<file path="src/rtl/core/att_square_lane.sv">
`timescale 1ns / 1ps
module att_square_lane (
    input  logic               i_clk,
    input  logic               i_en,
    input  logic signed [15:0] i_val,
    output logic        [31:0] o_sq
);
    logic [31:0] r_sq;
    always_ff @(posedge i_clk) begin
        if (i_en) begin
            r_sq <= 32'(i_val * i_val);
        end
    end
    assign o_sq = r_sq;
endmodule

</file>
<file path="config.mk">
export PLATFORM = sky130hd
export DESIGN_NAME = att_square_lane
export DESIGN_NICKNAME = d
export VERILOG_FILES = /design/src/rtl/core/att_square_lane.sv
export SDC_FILE = /design/constraint.sdc
export NUM_CORES = 1
export LEC_CHECK = 0
export BUFFER_PORTS_ARGS = -buffer_cell sky130_fd_sc_hd__buf_4
export CORE_ASPECT_RATIO = 1.75
export CORE_MARGIN = 10
export CORE_UTILIZATION = 40
export CTS_CLUSTER_DIAMETER = 40
export DETAILED_ROUTE_END_ITERATION = 6
export HOLD_SLACK_MARGIN = 0.02
export REMOVE_ABC_BUFFERS = 1
export SLEW_MARGIN = 20
export SYNTH_ARGS = -nofsm -noshare
export SYNTH_HDL_FRONTEND = slang
export SYNTH_SLANG_ARGS = --single-unit
</file>
<file path="constraint.sdc">
create_clock -name i_clk -period 8.7 [get_ports i_clk]
set_input_delay 0.435 -clock i_clk [delete_from_list [all_inputs] [get_ports i_clk]]
set_output_delay 0.435 -clock i_clk [all_outputs]
set_load 0.005 [all_outputs]
</file>
==> results.yml <==
floorplan:
  num_io_pins: 50
  die_area_mm2: 0.03200
  design.core.area_mm2: 0.02463
  start_util_pct: 40.64
  die_w_um: 139.6
  die_h_um: 229.3
  row_count: 76
hold_path:
  holdPathEnd: "o_sq[0]"
  hp-class: "in -> reg"
  hp-start: "i_val[0]"
  holdPathStages: 1
logic_synthesis:
  synth_warnings: 0
  synth_top_area_share_pct: 46.60
  seq_area_frac_synth_pct: 9.300
  synth_flop_cell: "edfxtp_1"
  synth_edf_count: 31
  async_reset_ff_share_pct: 0
  synthTopCellsByArea: "fa_1 47%, inv_1 12%, ha_1 11%"
  ys_types: 57
  synth_top_cell_by_area: "fa_1"
  synth_area_mm2: 0.01001
  synth_cells: 1035
  ys_ff_latch: 31
  syn_avg_cell_area_um2: 9.671
worst_setup_path:
  startpoint_type: "input pin"
  end_kind: "register"
  required_ns: 8.71
  crit_start: "i_val[15]"
  critPathKind: "in -> reg"
  critPathArrivalTime_ns: 6.83
  path_max_fanout: 21
final_layout:
  drive_above_1_share_pct: 6.861
  final_common_cell: "inv_1"
  diodes: 0
  most-common-layout-cells: "326 x inv_1, 233 x fa_1, 89 x ha_1, 87 x nand2_1, 48 x buf_4"
  largest_reg_flops: 31
  nets: 1403
  syn_to_final_growth_pct: 8.012
grt:
  grt_overflow: 0
  grt_use_total_pct: 15.27
  grt_pass1_vias: 8028
  grt_pass1_wl_mm: 38.87
  antenna_found_initial: 0
  grt_max_degree: 32
detailed_routing:
  via_per_inst: 4.879
  dr.pass1.iters: 4
  wl_per_cell_um: 16.93
  drt_iter0_drc: 220
  ant_nets: 0
  drcViolationCount: 0
  wl_mm: 23.30
  vias: 6714
clocking:
  htreeDepth: 2
  cts_root_buffer: "clkbuf_16"
  post_cts_buffers: 0
  cts_buffers: 5
  clock_sinks: 31
  post_cts_resized: 0
  clk_path_buf_depth: 2
  cts_tree: "yes"
  clk_pin_slew_ns: 0.05
  cts_hold_buf: 0
placement:
  port_buffers: 48
  gp_congestion: 0.9106
  dpl.hpwl_mm: 20.13
timing:
  finalWorstPathRequiredPeriod_ns: 6.819
  relSlewSlack_pct: 64.14
  rsz0062_at_grt: "no"
  slew_viol_final: 0
  fin_crit_sh_pct: 78.38
  hold_viol_final: 0
  fmax_mhz: 146.7
  tightest_slew_ns: 0.5373
  setup_viol_count_final: 0
  tns_ns: 0
run_status:
  status: "finished, final reports clean"
job:
  maxCapViolCount: 0
-- cells in the mapped netlist, types with 3 or more instances --
cell type	n
a211oi_1	3
a21o_1	10
a21oi_1	28
a31o_2	5
a41o_1	4
and2_1	42
and3_1	3
clkbuf_1	24
edfxtp_1	31
fa_1	233
ha_1	89
inv_1	326
mux2i_1	3
nand2_1	87
nand2b_1	5
nand3_1	3
nor2_1	35
nor2b_1	4
nor3_1	4
o21ai_0	6
o21ai_1	6
o21bai_1	4
xnor2_1	26
xor2_1	14
-- routing by layer --
layer | GRT usage, % | routed length, µm | vias to the layer above
li1 | - | - | 3099
met1 | 12.43 | 6840 | 3491
met2 | 34.11 | 15080 | 85
met3 | 1.077 | 262 | 39
met4 | 6.509 | 1116 | 0
met5 | 0 | 0 | -
-- worst max path at each step --
| stage | slack [ns] | to |
|---|---|---|
| 2_1_floorplan | 2.27 | o_sq[31] |
| 5_1_grt | 1.45 | o_sq[31] |
| 3_5_place_dp | 1.59 | o_sq[31] |
| 3_3_place_gp | 1.63 | o_sq[31] |
| 6_report | 1.88 | o_sq[31] |
| 4_1_cts | 1.87 | o_sq[31] |
-- area by class of cell --
type / instances / area [µm²]
Fill cell: 2441 / 13820
Multi-Input combinational cell: 651 / 7742
Inverter: 326 / 1224
Sequential cell: 31 / 930.9
Tap cell: 312 / 390.4
Timing Repair Buffer: 48 / 360.3
Clock buffer: 5 / 125.1
Clock inverter: 3 / 38.79
-- worst max-delay path, stage by stage --
cell and delay (ns):
buf_4 0.18, inv_1 0.43, nor2_1 0.16, fa_1 0.65, fa_1 0.85, inv_1 0.13
fa_1 0.50, fa_1 0.56, fa_1 0.42, fa_1 0.49, inv_1 0.04, ha_1 0.32
a21oi_1 0.22, o21bai_1 0.09, a221oi_1 0.34, o21ai_1 0.09, a41o_1 0.27, nor4bb_1 0.15
or4_1 0.49
-- per-stage QoR --
| stage | utilization (%) | cells | setup slack (ns) | hold WS [ns] | cell area (µm²) |
|---|---|---|---|---|---|
| detailed placement | 43.23 | 1368 | 1.591 | 0.8359 | 10650 |
| global placement | 43.23 | 1368 | 1.633 | 0.8355 | 10650 |
| global route | 43.90 | 1376 | 1.451 | 0.5601 | 10810 |
| floorplan | - | 1008 | 2.271 | 0.5339 | 9897 |
| CTS | 43.90 | 1376 | 1.872 | 0.5552 | 10810 |
| finish | 43.90 | 1376 | 1.881 | 0.5626 | 10810 |
-- logic make-up (layout without fill, tap and decap cells) --
logic type,Yosys count,count (layout),synth area share [%]
buffers and inverters,353,382,13.35
xor gates and xnor gates,43,43,4.100
DFF,31,31,9.300
other,1,1,0.03746
muxes,3,3,0.3000
adders and majority gates,322,322,57.72
and+or+nand+nor,195,195,9.225
AOI/OAI and AO/OA,87,87,5.963
Power is not shown: default switching activity piles up to over one toggle a cycle in this logic, so the estimate is an artifact.
