<file path="src/rtl/core/att_pkg.sv">
`timescale 1ns / 1ps
package att_pkg;
    localparam int AngleFracBits = 8;
    localparam int CordicStages  = 16;
    localparam int TblFrac       = 24;
    localparam int InGuard       = 12;
    localparam int SumW          = 33;
    localparam int RadW          = 58;
    localparam int RootW         = 29;
    localparam int CordW         = 34;
    localparam int ZW            = 33;

    localparam logic [1:0] FUNC_ROLL  = 2'd1;
    localparam logic [1:0] FUNC_PITCH = 2'd2;

    localparam logic [ZW-1:0] DEG90 = ZW'(64'd90 << TblFrac);

    function automatic logic [ZW-1:0] atan_tbl(input int i);
        logic [ZW-1:0] t;
        begin
            case (i)
                0: t = ZW'(754974720);
                1: t = ZW'(445687602);
                2: t = ZW'(235489088);
                3: t = ZW'(119537938);
                4: t = ZW'(60000934);
                5: t = ZW'(30029717);
                6: t = ZW'(15018523);
                7: t = ZW'(7509720);
                8: t = ZW'(3754917);
                9: t = ZW'(1877466);
                10: t = ZW'(938734);
                11: t = ZW'(469367);
                12: t = ZW'(234684);
                13: t = ZW'(117342);
                14: t = ZW'(58671);
                15: t = ZW'(29335);
                16: t = ZW'(14668);
                17: t = ZW'(7334);
                18: t = ZW'(3667);
                19: t = ZW'(1833);
                20: t = ZW'(917);
                21: t = ZW'(458);
                22: t = ZW'(229);
                default: t = ZW'(115);
            endcase
            return t;
        end
    endfunction

    typedef struct packed {
        logic           vld;
        logic           zero_out;
        logic           neg;
        logic           mag_zero;
        logic [15:0]    mag;
    } t_ctl;
endpackage

</file>
<file path="src/rtl/core/att_cordic_stage.sv">
`timescale 1ns / 1ps
module att_cordic_stage (
    input  logic                             i_clk,
    input  logic                             i_en,
    input  logic [4:0]                       i_idx,
    input  logic signed [att_pkg::CordW-1:0] i_x,
    input  logic signed [att_pkg::CordW-1:0] i_y,
    input  logic signed [att_pkg::ZW:0]      i_z,
    input  att_pkg::t_ctl                    i_ctl,
    output logic signed [att_pkg::CordW-1:0] o_x,
    output logic signed [att_pkg::CordW-1:0] o_y,
    output logic signed [att_pkg::ZW:0]      o_z,
    output att_pkg::t_ctl                    o_ctl
);
    import att_pkg::*;

    logic signed [CordW-1:0] r_x, r_y;
    logic signed [ZW:0]      r_z;
    t_ctl                    r_ctl;
    logic signed [ZW:0]      ang;
    assign ang = $signed({1'b0, atan_tbl(int'(i_idx))});
    always_ff @(posedge i_clk) begin
        if (i_en) begin
            r_ctl <= i_ctl;
            if (i_y >= 0) begin
                r_x <= i_x + (i_y >>> i_idx);
                r_y <= i_y - (i_x >>> i_idx);
                r_z <= i_z + ang;
            end else begin
                r_x <= i_x - (i_y >>> i_idx);
                r_y <= i_y + (i_x >>> i_idx);
                r_z <= i_z - ang;
            end
        end
    end
    assign o_x = r_x;
    assign o_y = r_y;
    assign o_z = r_z;
    assign o_ctl = r_ctl;
endmodule

</file>
<file path="config.mk">
export PLATFORM = sky130hd
export DESIGN_NAME = att_cordic_stage
export DESIGN_NICKNAME = d
export VERILOG_FILES = /design/src/rtl/core/att_pkg.sv /design/src/rtl/core/att_cordic_stage.sv
export SDC_FILE = /design/constraint.sdc
export NUM_CORES = 1
export LEC_CHECK = 0
export BUFFER_PORTS_ARGS = -buffer_cell sky130_fd_sc_hd__buf_2
export CORE_ASPECT_RATIO = 1.2
export CORE_MARGIN = 1
export CORE_UTILIZATION = 45
export DETAILED_ROUTE_END_ITERATION = 7
export HOLD_SLACK_MARGIN = 0.1
export PLACE_DENSITY = 0.66
export SYNTH_ARGS = -nofsm -noshare
export SYNTH_HDL_FRONTEND = slang
export SYNTH_SLANG_ARGS = --single-unit
export TNS_END_PERCENT = 30
</file>
<file path="constraint.sdc">
create_clock -name i_clk -period 9.27 [get_ports i_clk]
set_input_delay 1.854 -clock i_clk [delete_from_list [all_inputs] [get_ports i_clk]]
set_output_delay 1.854 -clock i_clk [all_outputs]
set_load 0.1 [all_outputs]
</file>
==> results by group <==
Run status
  – Outcome: complete, no violations

Setup path
  – CP max-delay cell: a2111oi_0
  – CP delay by family, top: compound AO/OA/AOI/OAI gates
  – Crit-path max FO: 57
  – CP startpoint kind: primary input
  – CP arrival: 8.47 ns
  – WS Path Type: in -> reg
  – CP max stage delay: 0.76 ns
  – Worst EP required: 9.49 ns
  – Element type at the critical path end: flip-flop
  – CP bufs+invs: 2
  – Cell chain of the critical path: buf_6 -> mux2i_1 -> mux4_2 -> o211ai_1 -> inv_1 -> ha_1 -> nand2b_1 -> xnor2_1 -> ha_1 -> a21o_1 -> a21o_1 -> a2111oi_0 -> o31ai_1 -> a311o_1 -> a311o_1 -> a2111oi_0 -> o31ai_1 -> a21oi_1 -> xnor2_1

Timing
  – Final setup viols: 0
  – Min cycle time layout: 8.25 ns
  – Setup_tns: 0 ns
  – Unrepaired setup endpoints after global routing: no
  – Slew Limit Fails: 0
  – F_max: 121 MHz
  – Final Hold Vio Count: 0
  – Hold WS: 1.57 ns
  – Relative slew slack: 24.1%
  – Period utilization: 89.0%
  – Measured slew at the worst slew-check pin: 1.13 ns

Logic synthesis
  – Post-synth EDFFs: 122
  – Syn_nets: 1,983
  – Syn Inst Count: 1,741
  – Mean post-synth cell area: 9.27 um^2
  – Ys Warns: 0
  – Yosys reg bits: 122
  – Mapped Area: 16,100 um^2
  – Async S/R FF share, synth: 0%
  – Yosys cell types: 87
  – Sequential share of the synthesized area: 22.7%
  – Ys flop type: edfxtp_1

Power
  – Worst VDD drop: 0.000151 V
  – Leak: 0.00755 uW
  – P per Cell Area: 212 nW/um^2

Die
  – DIE AREA: 36,600 um^2
  – Row count: 75
  – Die Ht: 209 um
  – Die W: 175 um
  – IO Pins: 251
  – Initial Utilization: 45.9%
  – Core footprint: 35,200 um^2

Job
  – Maxcap violations: 0

GRT
  – Initial antenna violation count: 0
  – All-Layer GR Usage: 32.6%
  – First-pass GRT wire length: 90.4 mm
  – Overflow after GRT: 0
  – Vias in the first global route: 15,000
  – Largest net degree at the start of global routing: 67

Finish
  – Share of cells above drive strength 1: 24.9%
  – FF/Latch Area: 3660 um^2
  – Antenna Cells: 0
  – Most common cell after layout, fill and taps aside: buf_2
  – Area Overhead vs Synth: 14.3%
  – Filler cells: 3,345
  – Area of the multi-input gates: 11,800 um^2
  – Final Net Count: 2,196
  – Most frequent cells in the layout: buf_2, nand2_1, a21oi_1, edfxtp_1, nor2_1
  – Design Area, Final: 18,400 um^2

Clocking
  – Worst-path clk slew: 0.07 ns
  – TritonCTS clock tree: yes
  – Total CTS buffers: 17
  – Number of H-tree levels: 4
  – CTS root buf: clkbuf_16
  – Sink Count: 122
  – Post-CTS setup buffers: 0
  – CTS Hold Bufs: 0
  – Post-CTS sizing: 0
  – Maximum clock path buffer count: 2

Detailed routing
  – Via count: 15,400
  – Drt initial violations: 1,519
  – Drt via density: 6.35
  – DRT Pass-1 Iters: 6
  – Final routed DRC violation total: 0
  – Remaining antenna violation count: 0
  – Total Wirelength: 60.0 mm
  – Routed len/inst: 24.7 um

Min path
  – Hold WC Path Type: in -> reg
  – Hold path endpoint: o_ctl[11]
  – Worst Hold Depth: 1
  – Hold Crit Start: i_ctl[11]

Placed design
  – Placed Area: 17,900 um^2
  – DP HPWL: 46.5 mm
  – Routability Congestion: 1.03
  – Port buffer count: 250
[power by group]
group | leakage, uW | total, uW | switching, uW | internal (uW)
Combinational | 0.00609 | 2400 | 1770 | 629
Clock | 0.000271 | 673 | 316 | 357
Sequential | 0.00119 | 828 | 29.4 | 798
[worst max-delay path by stage]
stage,from,end,slack (ns),cells past startpoint
floorplan,i_idx[0],o_y[32],1.60,25
global placement,i_idx[1],o_z[30],0.61,24
detailed placement,i_idx[1],o_z[30],0.61,24
CTS,i_idx[1],o_z[30],1.07,24
global route,i_idx[0],o_y[32],0.67,19
finish,i_idx[0],o_y[32],1.02,19
[registers in the layout (all words and copies together), names as in the netlist]
| signal | count |
|---|---|
| o_z | 34 |
| o_y | 34 |
| o_ctl | 20 |
| o_x | 34 |
[cell type report]
cell class	instances	area share (%)
Multi-Input combinational cell	1477	64.0
Sequential cell	122	19.9
Timing Repair Buffer	295	9.03
Tap cell	462	3.13
Clock buffer	17	2.31
Inverter	41	0.834
Clock inverter	15	0.807
[metal layers]
| layer | vias to the layer above | global-route usage, % | share of wire (%) |
|---|---|---|---|
| li1 | 7099 | - | - |
| met5 | - | 0 | 0 |
| met2 | 710 | 55.2 | 49 |
| met3 | 169 | 5.89 | 7.1 |
| met1 | 7440 | 38.6 | 39 |
| met4 | 0 | 19.1 | 5.7 |
[synthesized netlist by cell type, types with 8 or more instances]
cell	number	share of area [%]
clkbuf_1	45	1.0
o22ai_1	14	0.54
mux4_2	96	13
mux2_2	26	1.8
a211oi_1	27	1.3
xnor2_1	116	6.3
a21oi_1	133	4.1
nor2_1	120	2.8
o21ai_0	104	3.2
ha_1	110	8.5
buf_1	18	0.42
nand2b_1	20	0.78
nand4_1	12	0.47
xor2_1	63	3.4
mux2i_1	57	3.5
o221ai_1	8	0.43
a31oi_1	18	0.70
o21bai_1	15	0.70
buf_2	26	0.81
a211o_1	11	0.60
nor2b_1	15	0.58
a21o_1	56	2.6
and3_1	16	0.62
nor3_1	23	0.71
inv_1	39	0.91
o31ai_1	20	0.93
or2_2	16	0.62
o21a_1	14	0.65
nand3_1	32	0.99
a22oi_1	13	0.60
or3_1	9	0.35
nand2_1	175	4.1
edfxtp_1	122	23
o211ai_1	10	0.47
and2_1	13	0.50
[kinds of logic after synthesis]
logic type | Yosys count | synth area share (%)
compound gates | 521 | 21.2
xor+xnor | 179 | 9.71
fa+ha+maj | 113 | 8.90
buf+inv | 142 | 4.18
flops | 122 | 22.7
mux | 182 | 19.1
simple gates | 482 | 14.2
[stage by stage]
stage	setup WS [ns]	std cells	power, uW	utilization (%)
finish	1.02	2429	3900	52.4
global route	0.671	2429	4070	52.4
CTS	1.07	2429	3910	52.4
detailed placement	0.608	2397	3220	50.8
global placement	0.611	2397	3210	50.8
floorplan	1.60	1741	2750	-
(Power assumes the default switching activity.)
