===== config.mk =====
export PLATFORM = sky130hd
export DESIGN_NAME = att_sqrt_stage
export DESIGN_NICKNAME = d
export VERILOG_FILES = /design/src/rtl/core/att_pkg.sv /design/src/rtl/core/att_sqrt_stage.sv
export SDC_FILE = /design/constraint.sdc
export NUM_CORES = 1
export LEC_CHECK = 0
export BUFFER_PORTS_ARGS = -buffer_cell sky130_fd_sc_hd__buf_2
export CELL_PAD_IN_SITES_DETAIL_PLACEMENT = 1
export CELL_PAD_IN_SITES_GLOBAL_PLACEMENT = 2
export CORE_MARGIN = 3
export CORE_UTILIZATION = 29
export CTS_CLUSTER_DIAMETER = 200
export DETAILED_ROUTE_END_ITERATION = 10
export PLACE_DENSITY = 0.8
export SYNTH_ARGS = -nofsm -noshare
export SYNTH_HDL_FRONTEND = slang
export SYNTH_SLANG_ARGS = --single-unit

===== constraint.sdc =====
create_clock -name i_clk -period 4.1 [get_ports i_clk]
set_clock_uncertainty 0.15 [all_clocks]
set_input_delay 1.025 -clock i_clk [delete_from_list [all_inputs] [get_ports i_clk]]
set_output_delay 1.025 -clock i_clk [all_outputs]
set_load 0.02 [all_outputs]

===== src/rtl/core/att_pkg.sv =====
`timescale 1ns / 1ps
package att_pkg;
    localparam int AngleFracBits = 8;
    localparam int CordicStages  = 16;
    localparam int TblFrac       = 24;
    localparam int InGuard       = 12;
    localparam int SumW          = 33;
    localparam int RadW          = 58;
    localparam int RootW         = 29;
    localparam int CordW         = 34;
    localparam int ZW            = 33;

    localparam logic [1:0] FUNC_ROLL  = 2'd1;
    localparam logic [1:0] FUNC_PITCH = 2'd2;

    localparam logic [ZW-1:0] DEG90 = ZW'(64'd90 << TblFrac);

    function automatic logic [ZW-1:0] atan_tbl(input int i);
        logic [ZW-1:0] t;
        begin
            case (i)
                0: t = ZW'(754974720);
                1: t = ZW'(445687602);
                2: t = ZW'(235489088);
                3: t = ZW'(119537938);
                4: t = ZW'(60000934);
                5: t = ZW'(30029717);
                6: t = ZW'(15018523);
                7: t = ZW'(7509720);
                8: t = ZW'(3754917);
                9: t = ZW'(1877466);
                10: t = ZW'(938734);
                11: t = ZW'(469367);
                12: t = ZW'(234684);
                13: t = ZW'(117342);
                14: t = ZW'(58671);
                15: t = ZW'(29335);
                16: t = ZW'(14668);
                17: t = ZW'(7334);
                18: t = ZW'(3667);
                19: t = ZW'(1833);
                20: t = ZW'(917);
                21: t = ZW'(458);
                22: t = ZW'(229);
                default: t = ZW'(115);
            endcase
            return t;
        end
    endfunction

    typedef struct packed {
        logic           vld;
        logic           zero_out;
        logic           neg;
        logic           mag_zero;
        logic [15:0]    mag;
    } t_ctl;
endpackage


===== src/rtl/core/att_sqrt_stage.sv =====
`timescale 1ns / 1ps
// One restoring step of the root: two radicand bits in, one root bit out.
module att_sqrt_stage (
    input  logic                        i_clk,
    input  logic                        i_en,
    input  logic [att_pkg::RadW-1:0]    i_rad,
    input  logic [att_pkg::RootW+1:0]   i_rem,
    input  logic [att_pkg::RootW-1:0]   i_root,
    input  att_pkg::t_ctl               i_ctl,
    input  logic [15:0]                 i_num,
    output logic [att_pkg::RadW-1:0]    o_rad,
    output logic [att_pkg::RootW+1:0]   o_rem,
    output logic [att_pkg::RootW-1:0]   o_root,
    output att_pkg::t_ctl               o_ctl,
    output logic [15:0]                 o_num
);
    import att_pkg::*;

    logic [RootW+1:0] trial, rem_sh;
    logic [RadW-1:0]  r_rad;
    logic [RootW+1:0] r_rem;
    logic [RootW-1:0] r_root;
    t_ctl             r_ctl;
    logic [15:0]      r_num;
    always_comb begin
        rem_sh = {i_rem[RootW-1:0], i_rad[RadW-1 -: 2]};
        trial  = {i_root, 2'b01};
    end
    always_ff @(posedge i_clk) begin
        if (!i_en) begin
        end else begin
            r_rad <= {i_rad[RadW-3:0], 2'b00};
            r_ctl <= i_ctl;
            r_num <= i_num;
            if (rem_sh >= trial) begin
                r_rem  <= rem_sh - trial;
                r_root <= {i_root[RootW-2:0], 1'b1};
            end else begin
                r_rem  <= rem_sh;
                r_root <= {i_root[RootW-2:0], 1'b0};
            end
        end
    end
    assign o_rad = r_rad;
    assign o_rem = r_rem;
    assign o_root = r_root;
    assign o_ctl = r_ctl;
    assign o_num = r_num;
endmodule


==> results of run 1 <==
kinds of logic after synthesis:
| group | synth area share |
|---|---|
| buf+inv | 0.0416 |
| other cells | 0.000556 |
| mux | 0.00315 |
| xor+xnor | 0.0377 |
| fa+ha+maj | 0.0575 |
| compound gates | 0.116 |
| simple gates | 0.0670 |
| flops | 0.677 |
metrics by stage:
step / area [um2] / hold WS, ns / utilization
floorplan: 6750 / 0.974 / -
global placement: 8680 / 1.05 / 0.381
detailed placement: 8680 / 1.05 / 0.381
CTS: 9320 / 0.599 / 0.409
global route: 9330 / 0.596 / 0.410
finish: 9330 / 0.623 / 0.410
metal layers:
| metal | part of all wire | GRT usage | vias to the layer above |
|---|---|---|---|
| li1 | - | - | 2485 |
| met1 | 0.38 | 0.180 | 2538 |
| met2 | 0.50 | 0.293 | 214 |
| met3 | 0.084 | 0.0622 | 37 |
| met4 | 0.035 | 0.0709 | 2 |
| met5 | 0.00064 | 0 | - |
critical path, stage by stage:
cell and delay (ns):
buf_2 0.11, ha_1 0.37, and3_1 0.22, a221oi_1 0.25, o21ai_0 0.19, a21oi_2 0.32
o211ai_2 0.15, a31oi_4 0.19, buf_12 0.21, mux2_1 0.34
power breakdown:
part           internal, uW  switching, uW  leakage [uW]
registers              1880           33.7       0.00149
logic                   299            538       0.00232
clock network           987            717      0.000310
cells in the mapped netlist, types with 2 or more instances:
library cell | n | area [um2]
edfxtp_1 | 152 | 4560
nand2_1 | 47 | 176
inv_1 | 46 | 173
o21ai_0 | 32 | 160
ha_1 | 31 | 388
a21oi_1 | 29 | 145
nor2_1 | 17 | 63.8
xor2_1 | 15 | 131
o21ai_1 | 14 | 70.1
xnor2_1 | 14 | 123
nand3_1 | 13 | 65.1
a21o_1 | 11 | 82.6
buf_2 | 6 | 30.0
nor3_1 | 6 | 30.0
a211oi_1 | 5 | 37.5
a31oi_1 | 4 | 25.0
nand4_1 | 4 | 25.0
o21a_1 | 4 | 30.0
buf_4 | 3 | 22.5
buf_6 | 3 | 33.8
clkbuf_1 | 3 | 11.3
nand2b_1 | 3 | 18.8
o211ai_1 | 3 | 22.5
clkbuf_2 | 2 | 10.0
nor4_1 | 2 | 12.5
o21bai_1 | 2 | 15.0
o22ai_1 | 2 | 12.5
o2bb2ai_1 | 2 | 17.5
o31a_1 | 2 | 17.5
state kept, by name, summed over array words and instances (netlist names):
signal / count
o_rem: 31
o_ctl: 20
o_rad: 56
o_root: 29
o_num: 16
layout make-up:
class                   count  area share
well taps                 313      0.0420
clock buffers              17      0.0456
multi-input cells         287       0.204
clock inverters            15      0.0225
repair buffers            317       0.177
flip-flops and latches    152       0.489
inverters                  46      0.0185
diodes                      6     0.00161
final timing paths:
kind,depth (start not counted),endpoint,startpoint
worst max-delay path,10,o_rem[5],i_rem[7]
worst min-delay path,1,o_ctl[8],i_ctl[8]
cell usage in the layout (no fill, tap or decap), types with 3 or more instances in the layout:
cell type  instances
a211oi_1           5
a21o_1            11
a21oi_1           29
a31oi_1            4
buf_2            304
buf_4             10
bufinv_16          3
clkbuf_16         17
clkinv_4           3
diode_2            6
edfxtp_1         152
ha_1              31
inv_1             46
inv_6              4
nand2_1           47
nand2b_1           3
nand3_1           13
nand4_1            4
nor2_1            17
nor3_1             6
o211ai_1           3
o21a_1             4
o21ai_0           32
o21ai_1           14
xnor2_1           14
xor2_1            15
==> metrics.yaml, run 1 <==
routedWlPerCell_um: 19.0
setup_viol: 0
fmax_ghz: 0.295
path_class: "in2reg"
min_period_ns: 3.39
die_h_um: 159
synth_flop_cell: "edfxtp_1"
fin_setup_tns_ns: 0
path_max_fanout: 31
areaGrowthSynthToFinish_pct: 38.3
relSlewSlack: 0.574
synth.distinct_cells: 53
vias_per_cell: 4.58
grt_pass1_vias: 5507
vias: 5276
finalCritPeriodShare: 0.826
grt_antenna_before_repair: 7
seq_area_frac_synth: 0.677
boundaryPins: 310
coreArea_mm2: 0.0228
worst_pin_slew_ns: 0.639
multiInputGateArea_mm2: 0.00190
power_leakage_uw: 0.00412
cap_violations: 0
root_buffer: "clkbuf_16"
finalNonFillerCells: 1153
slew_viol_final: 0
cts_tree: "built"
ctsResizeCount: 0
placedCellCount: 1115
ys_warn_count: 0
critPathLaunchType: "input pin"
end_kind: "flop"
finalPower_uw: 4450
drc: 0
peakVddDrop_mv: 0.270
postCtsSetupRepairBufs: 0
grt_start_max_net_pins: 68
layout.area.seq_mm2: 0.00456
power_density_mw_per_mm2: 477
groute.usage.overall: 0.167
pre_cts_slack_ns: 0.214
cts.sinks: 152
grt_first_pass_wirelength_um: 31500
yosys_register_bits: 152
nets: 1008
hpwl_um: 17500
dieArea_mm2: 0.0251
drive_gt1_frac: 0.428
rsz0062_at_grt: "no"
worst_ep_required_time_ns: 4.12
grt_overflow_total: 0
drt_iter0_drc: 281
nFillCells: 2538
cts_hold_buf: 0
synth_edf_count: 152
avgSynthCellArea_um2: 13.5
port_buffers: 305
numCtsBuffers: 17
rows: 55
die_x_um: 159
finalHoldViolations: 0
globalplace.congestion: 0.798
initial_core_util: 0.296
first_pass_iters: 4
path_clk_slew_ns: 0.07
arrival_ns: 3.41
synthCells: 501
routed_wl_um: 21900
async_flop_share: 0
worstHoldPathType: "in2reg"
ant_nets: 0
clockBufferDepth: 2
fin_ws_ns: 0.713
status: "complete, no violations"
h-tree-depth: 4
syn_area_mm2: 0.00675
No activity file was read; power rests on OpenSTA's default activity.
==> run 2, diff against run 1 <==
- clock period: 4.1 -> 3.3 ns (I/O delays scaled with it)
==> run 2 against run 1 <==
Clock power up 14%; power increased by 23%; wire length is 3.8% higher; critical path depth is 1 higher; non-clock buffer count rose by 68; first-iteration DRC count is 4.3% lower; sequential power rose by 25%; sequential cell count unchanged.
==> metrics.yaml, run 2 (synthesis gave the netlist of run 1 again) <==
status: "complete, no violations"
pre_cts_slack_ns: -0.286
path_clk_slew_ns: 0.07
fin_util: 0.431
vias_per_cell: 4.50
nets: 1076
grt_overflow_total: 0
setup_viol: 0
drive_gt1_frac: 0.475
rows: 55
rsz0062_at_grt: "no"
grt_antenna_before_repair: 11
largest_reg_flops: 56
h-tree-depth: 4
layout.area.seq_mm2: 0.00456
cap_violations: 0
pwr-share-clk: 0.355
path_max_fanout: 8
routedWlPerCell_um: 18.6
relSlewSlack: 0.673
arrival_ns: 3.13
first_pass_iters: 4
vias: 5495
root_buffer: "clkbuf_16"
cpMostUsedCell: "a21o_1"
most-common-layout-cells: "buf_2 (304), edfxtp_1 (152), buf_4 (77)"
path_class: "in2reg"
cts_tree: "built"
postCtsSetupRepairBufs: 0
fin_ws_ns: 0.202
power_density_mw_per_mm2: 557
end_kind: "flop"
globalplace.congestion: 0.806
peakVddDrop_mv: 0.291
ant_nets: 0
dieArea_mm2: 0.0251
hp-start: "i_rad[31]"
grt_start_max_net_pins: 49
hpwl_um: 18300
slew_viol_final: 0
p_comb_frac: 0.210
cpPeakStageDelay_ns: 0.33
cts.sinks: 152
port_buffers: 305
fin_setup_tns_ns: 0
timing.critical_path.buf_inv: 3
min_period_ns: 3.10
seq_power_share: 0.435
groute.usage.overall: 0.172
initial_core_util: 0.296
path_delay_family: "compound AO/OA/AOI/OAI gates"
critPathLaunchType: "input pin"
boundaryPins: 310
drt_iter0_drc: 269
clockBufferDepth: 2
worst_ep_required_time_ns: 3.33
die_x_um: 159
path_cells: "buf_2 > inv_1 > ha_1 > a21o_1 > a21o_1 > o31a_1 > nor4_1 > nor3_1 > a31oi_4 > buf_12 > mux2_1"
drc: 0
power_leakage_uw: 0.00442
areaGrowthSynthToFinish_pct: 45.5
coreArea_mm2: 0.0228
critical-path-slowest-cell: "mux2_1"
switching_power_uw: 1660
finalHoldViolations: 0
grt_first_pass_wirelength_um: 32100
die_h_um: 159
multiInputGateArea_mm2: 0.00192
numCtsBuffers: 17
nFillCells: 2521
holdPathEnd: "o_rad[33]"
fmax_ghz: 0.323
finalCritPeriodShare: 0.939
worstHoldPathType: "in2reg"
grt_pass1_vias: 5495
routed_wl_um: 22700
p_int_uw: 3800
p_sw_frac: 0.305
final_common_cell: "buf_2"
worst_pin_slew_ns: 0.478
whs_path_depth: 1
-- run 2: cell count changes in the layout (fill, tap and decap cells not counted), moves of 2 or more --
cell / previous run / this run
buf_4: 10 / 77
bufinv_16: 3 / 0
clkinv_4: 3 / 0
clkinvlp_4: 0 / 2
inv_8: 2 / 6
-- run 2: layout make-up --
| cell class | count | area share |
|---|---|---|
| clock buffer | 17 | 0.0434 |
| antenna | 6 | 0.00153 |
| inverter | 46 | 0.0176 |
| clock inverter | 15 | 0.0157 |
| sequential | 152 | 0.465 |
| multi-input combinational | 287 | 0.195 |
| tap | 313 | 0.0399 |
| timing repair buffer | 385 | 0.221 |
-- run 2: timing repair --
action / CTS / global route
resized for setup: 0 / 3
endpoints found under the setup margin: 0 / 14
hold buffers: 0 / 0
-- run 2: worst max-delay path by stage --
stage | cells after the start | startpoint | slack [ns] | to
after floorplan | 10 | i_root[14] | 0.10 | o_rem[5]
after global placement | 10 | i_rem[5] | -0.25 | o_rem[5]
after detailed placement | 11 | i_root[1] | -0.29 | o_rem[5]
after CTS | 10 | i_rem[1] | 0.17 | o_rem[5]
after global routing | 14 | i_root[5] | 0.02 | o_rem[29]
final | 11 | i_root[14] | 0.20 | o_rem[5]
-- run 2: metal layers --
metal,routed length [um],part of all wire,up-vias,track usage
met3,1810,0.079,35,0.0576
li1,-,-,2627,-
met1,8450,0.37,2634,0.186
met4,498,0.022,10,0.0578
met5,67,0.0029,-,0
met2,11900,0.52,189,0.315
-- run 2: power groups by stage --
stage,sequential [uW],combinational [uW],clock [uW]
detailed placement,2420,1160,0
global placement,2410,1140,0
CTS,2380,1170,2000
finish,2380,1150,1940
floorplan,2660,372,0
global route,2400,1260,2070
-- run 2: through the flow --
step	cells	total power [uW]	instance area (um2)	hold WS, ns
after CTS	1215	5550	9780	0.396
final	1221	5470	9810	0.415
after floorplan	502	3030	6750	0.774
after global routing	1221	5730	9810	0.393
after global placement	1183	3550	9200	0.852
after detailed placement	1183	3580	9200	0.853
